$ cat src/tws_pkg.sv
// ----------------------------------------------------------------------------
// tws_pkg
// Shared constants, codes and types of the trie word store.
// ----------------------------------------------------------------------------
`default_nettype none

package tws_pkg;

    localparam int NODE_COUNT = 4096;
    localparam int ALPHABET   = 26;

    localparam int NODE_W   = $clog2(NODE_COUNT);
    localparam int FREE_W   = $clog2(NODE_COUNT + 1);
    localparam int LETTER_W = 5;
    localparam int STATUS_W = 3;

    localparam logic [STATUS_W-1:0] ST_FIRST    = 3'd0;
    localparam logic [STATUS_W-1:0] ST_REPEAT   = 3'd1;
    localparam logic [STATUS_W-1:0] ST_MISSING  = 3'd2;
    localparam logic [STATUS_W-1:0] ST_INSERTED = 3'd3;
    localparam logic [STATUS_W-1:0] ST_FULL     = 3'd4;

    localparam logic FUNC_INSERT = 1'b0;
    localparam logic FUNC_FIND   = 1'b1;

    typedef logic [NODE_W-1:0] link_t;

    // one table row per node: flags and one child link per letter
    typedef struct packed {
        logic                       reported;
        logic                       word_end;
        link_t [ALPHABET-1:0]       links;
    } row_t;

    typedef struct packed {
        logic clear_step;
        logic accept;
        logic look;
        logic finish;
        logic emit;
    } cmd_t;

    typedef struct packed {
        logic clear_done;
        logic in_skip;
        logic look_ok;
        logic last;
        logic out_free;
    } stat_t;

endpackage

`default_nettype wire

$ cat src/tws_ctrl.sv
// ----------------------------------------------------------------------------
// tws_ctrl
// Sequencer: table clearing, letter lookup, word finish and result hand-off.
// ----------------------------------------------------------------------------
`default_nettype none

module tws_ctrl
    import tws_pkg::*;
(
    input  wire logic  clk,
    input  wire logic  rst_n,
    input  wire logic  word_valid,
    output logic       word_ready,
    input  wire stat_t st,
    output cmd_t       cmd
);

    typedef enum logic [4:0] {
        S_CLEAR = 5'b00001,
        S_IDLE  = 5'b00010,
        S_LOOK  = 5'b00100,
        S_FIN   = 5'b01000,
        S_EMIT  = 5'b10000
    } state_t;

    state_t state_reg;
    state_t state_next;

    always_comb
    begin
        state_next = state_reg;
        cmd        = '0;
        word_ready = 1'b0;
        case (state_reg)
            S_CLEAR:
            begin
                cmd.clear_step = 1'b1;
                if (st.clear_done)
                begin
                    state_next = S_IDLE;
                end
            end
            S_IDLE:
            begin
                word_ready = 1'b1;
                if (word_valid)
                begin
                    cmd.accept = 1'b1;
                    if (st.in_skip)
                    begin
                        state_next = st.last ? S_EMIT : S_IDLE;
                    end
                    else
                    begin
                        state_next = S_LOOK;
                    end
                end
            end
            S_LOOK:
            begin
                cmd.look = 1'b1;
                if (!st.last)
                begin
                    state_next = S_IDLE;
                end
                else if (st.look_ok)
                begin
                    state_next = S_FIN;
                end
                else
                begin
                    state_next = S_EMIT;
                end
            end
            S_FIN:
            begin
                cmd.finish = 1'b1;
                state_next = S_EMIT;
            end
            S_EMIT:
            begin
                if (st.out_free)
                begin
                    cmd.emit   = 1'b1;
                    state_next = S_IDLE;
                end
            end
            default:
            begin
                state_next = S_CLEAR;
            end
        endcase
    end

    always_ff @(posedge clk or negedge rst_n)
    begin
        if (!rst_n)
        begin
            state_reg <= S_CLEAR;
        end
        else
        begin
            state_reg <= state_next;
        end
    end

    a_emit_needs_room: assert property (@(posedge clk) disable iff (!rst_n)
        cmd.emit |-> st.out_free)
        else $error("result emitted while output register busy");

    a_look_after_accept: assert property (@(posedge clk) disable iff (!rst_n)
        cmd.look |-> $past(cmd.accept))
        else $error("lookup without a fresh letter");

    a_finish_after_look: assert property (@(posedge clk) disable iff (!rst_n)
        cmd.finish |-> $past(cmd.look))
        else $error("finish without a preceding lookup");

endmodule

`default_nettype wire

$ cat config.mk
export PLATFORM = sky130hd
export DESIGN_NAME = tws_ctrl
export DESIGN_NICKNAME = d
export VERILOG_FILES = /design/src/tws_pkg.sv /design/src/tws_ctrl.sv
export SDC_FILE = /design/constraint.sdc
export NUM_CORES = 1
export LEC_CHECK = 0
export ABC_AREA = 1
export BUFFER_PORTS_ARGS = -buffer_cell sky130_fd_sc_hd__buf_2
export CAP_MARGIN = 25
export CORE_AREA = 3 3 40 42
export CTS_BUF_LIST = sky130_fd_sc_hd__clkbuf_16
export DETAILED_ROUTE_END_ITERATION = 8
export DIE_AREA = 0 0 43 45
export PLACE_DENSITY_LB_ADDON = 0.3
export SYNTH_ARGS = -nofsm -noshare
export SYNTH_HDL_FRONTEND = slang
export SYNTH_SLANG_ARGS = --single-unit
$ cat constraint.sdc
create_clock -name clk -period 1.5 [get_ports clk]
set_input_delay 0.15 -clock clk [delete_from_list [all_inputs] [get_ports clk]]
set_output_delay 0.15 -clock clk [all_outputs]
set_load 0.02 [all_outputs]
======== Yosys cells after proc, flatten, opt, wreduce, memory -nomap -nowiden ========
Index checks and enable logic that the tools add are counted.
cells by class
  add/subtract/negate cells ............... 0
  multipliers ............................. 0
  divide/modulo/power cells ............... 0
  $lt $le $gt $ge ......................... 0
  equal/unequal tests ..................... 8
  shifts and indexed selects .............. 0
  multiplexer cells ....................... 16
  bitwise logic cells ..................... 0
  reductions and logical operators ........ 1
operators by type and width
  cell                count
  $mux 5              7
  $pmux 5 s5          1
  $mux 1              8
  $ne 2x2->1 const B  3
  $eq 5x1->1 const B  1
  $eq 5x2->1 const B  1
  $eq 5x3->1 const B  1
  $eq 5x4->1 const B  1
  $eq 5x5->1 const B  1
  $reduce_and 3->1    1
storage, ports and cells
  bits in registers ....................... 5
  bits in latches ......................... 0
  RAM bits ................................ 0
  memory bits (read-only) ................. 0
  input port bits ......................... 8
  output and inout port bits .............. 6
  word-level logic and storage cells ...... 26
  memories ................................ 0

======== Logic depth before layout (Yosys ltp) ========
  depth after elaboration ................. 4
  gate-level depth with buffers ........... 8
  mapped depth without buffers ............ 8

======== Least setup slack after synthesis ========
OpenSTA, ideal clock, no wires.
  path kind ............................... register to output
  start point ............................. register state_reg[1]
  end point ............................... output cmd[0] (netlist name)
  arrival ................................. 1.130 ns
  data required time ...................... 1.350 ns
  path slack .............................. 0.220 ns
  stages on the path, launching flop included .. 4
  buffers on the path ..................... 0
  cell sequence ........................... dfrtp_1 -> nor2_2 -> nand2_1 -> nor3_1
RTL lines
  element                 RTL line         RTL
  from (decl)             tws_ctrl.sv:26   state_t state_reg;
  from (signal assigned)  tws_ctrl.sv:103  state_reg <= state_next;
  to (decl)               tws_ctrl.sv:15   output cmd_t cmd

==> impl_metrics.yaml <==
sta:
  fmax_mhz: 701
  relSlewSlack: 0.860
  fin_worst_skew_ps: 1.78
  hold_viol_final: 0
  setup_viol: 0
  tightest_slew_ps: 209
  final_max_slew_viol_count: 0
  period_share: 0.951
  min_period_ps: 1430
  rsz0062_at_grt: "true"
setup_path:
  crit_required_ps: 1350
  critical_path_class: "reg2out"
  crit_arrival_ps: 1280
  crit_fanout: 6
  start_kind: "flip-flop"
  end_kind: "primary output"
synth:
  syn_avg_cell_area_um2: 6.48
  syn_area_um2: 402
  syn_inst: 62
  synth_edf_count: 0
  yosysWarningCount: 0
  synth_cell_types: 13
  synthArstFlopShare: 1.00
  ys_ff_latch: 5
  ys_seq_area_frac: 0.315
  synth_flop_cell: "dfrtp_1"
  synth_nets: 70
placement:
  post-place-cells: 90
  gp_congestion: 0.815
  io_buffer_count: 13
  hpwl_um: 723
finish:
  area_delta_synth_final_pct: 45.8
  n_antenna_cell: 0
  largest_reg_flops: 5
  drive_gt1_frac: 0.375
  fill_cells: 132
  fin_util: 0.456
  finalNonFillerCells: 95
  nets: 89
floorplanning:
  die_x_um: 43
  die_h_um: 45
  rows: 13
  core_mm2: 0.00128
  dieArea_mm2: 0.00194
  pin_count: 14
  initial_core_util: 0.313
flow_run:
  maxCapViolCount: 0
power:
  vdd_drop_max_mv: 0.607
  p_per_area_mw_per_mm2: 1870
  power.leakage_nw: 0.358
drt:
  wl_per_cell_um: 11.2
  wirelength_mm: 1.06
  vias_per_cell: 4.83
  drtPass1Iterations: 4
  drtIter0Drc: 14
  antenna_left: 0
  drc: 0
  via_count: 459
status:
  status: "complete, no violations"
clock_network:
  clock_latency_ps: 230
  clock-sinks: 5
  clk_path_buf_depth: 2
  root_buffer: "clkbuf_16"
  cts_tree: "built"
  numCtsBuffers: 3
  cts.clk_slew.worst_paths_ps: 30
  htreeDepth: 1
hold_path:
  min_path_type: "in2reg"
global_routing:
  antenna_found_initial: 0
  grt_use_total: 0.128
  grt_max_degree: 8
  grt_pass1_vias: 391
  grt_first_pass_wirelength_mm: 1.73
  grt-ovfl-total: 0
path summary, 6_finish.rpt:
path | slack, ps | start | depth (start not counted) | end
worst max-delay path | 70 | state_reg[1] | 4 | cmd[1]
worst min-delay path | 120 | st[3] | 2 | state_reg[2]
worst max register to register | 290 | state_reg[0] | 8 | state_reg[1]
worst min register to register | 600 | state_reg[2] | 3 | state_reg[0]
max in group asynchronous | 1030 | rst_n | 2 | state_reg[0]
min in group asynchronous | 260 | rst_n | 2 | state_reg[1]
power breakdown:
group          switching, mW  total, mW  internal, mW
Combinational          0.279      0.421         0.142
Sequential            0.0497      0.231         0.181
Clock                 0.0927      0.441         0.349
critical path, stage by stage, from the launching register on:
cell	delay, ps
dfrtp_1	420
nor2_4	200
nand4_1	190
inv_1	80
buf_2	160
logic make-up after synthesis:
| group | after synthesis | synth area share |
|---|---|---|
| buf+inv | 16 | 0.150 |
| flops | 5 | 0.315 |
| simple gates | 41 | 0.536 |
synth_stat cells, types with 2 or more instances:
cell,count,area share
nand2_1,14,0.13
inv_1,13,0.12
nand4_1,6,0.093
nand3_1,5,0.062
nor2_1,5,0.047
nor2_2,5,0.078
dfrtp_1,4,0.25
inv_2,3,0.028
nor2_4,2,0.056
nor3_1,2,0.025
layer usage:
layer	wire [µm]	part of all wire	up-vias	track usage
met2	549	0.52	21	0.222
met1	394	0.37	204	0.133
met3	97	0.091	4	0.0359
li1	-	-	230	-
met5	0	0	-	0
met4	19	0.018	0	0.0904
stage by stage:
step	instance area [µm²]	TNS, ps	worst slack (ps)	hold WS [ps]	power (mW)
finish	586	0	73.2	117	1.09
global route	586	-20.2	-20.2	127	1.16
CTS	576	0	10.6	114	1.07
detailed placement	485	0	296	-30.0	0.611
global placement	485	0	291	-27.1	0.609
floorplan	402	0	220	-146	0.513
what timing repair did:
item                                    4_1_cts  5_1_grt
hold buffers                                  1        0
buffers inserted                              0        0
gates resized for setup                       0        2
hold endpoints to repair                      5        0
endpoints found under the setup margin        0        3
placed cells by master, fill, tap and decap left out:
cell type and count:
nor2_1 5, buf_2 13, nor2_2 3, nand2_4 1
nand3_1 5, dfstp_2 1, inv_1 13, nand2_2 1
inv_2 3, nor3_1 2, nor2_4 4, dfrtp_1 4
nand4_1 6, clkinv_2 1, dlygate4sd3_1 1, clkbuf_16 3
nand2_1 14
cell type report:
class / instances / area [µm²] / share of cell area
inverter: 16 / 60.1 / 0.103
clock buffer: 3 / 75.1 / 0.128
timing repair buffer: 14 / 75.1 / 0.128
sequential: 5 / 126 / 0.216
multi-input combinational: 41 / 225 / 0.385
tap: 15 / 18.8 / 0.0321
clock inverter: 1 / 5.00 / 0.00855
No activity file was read; power rests on OpenSTA's default activity.
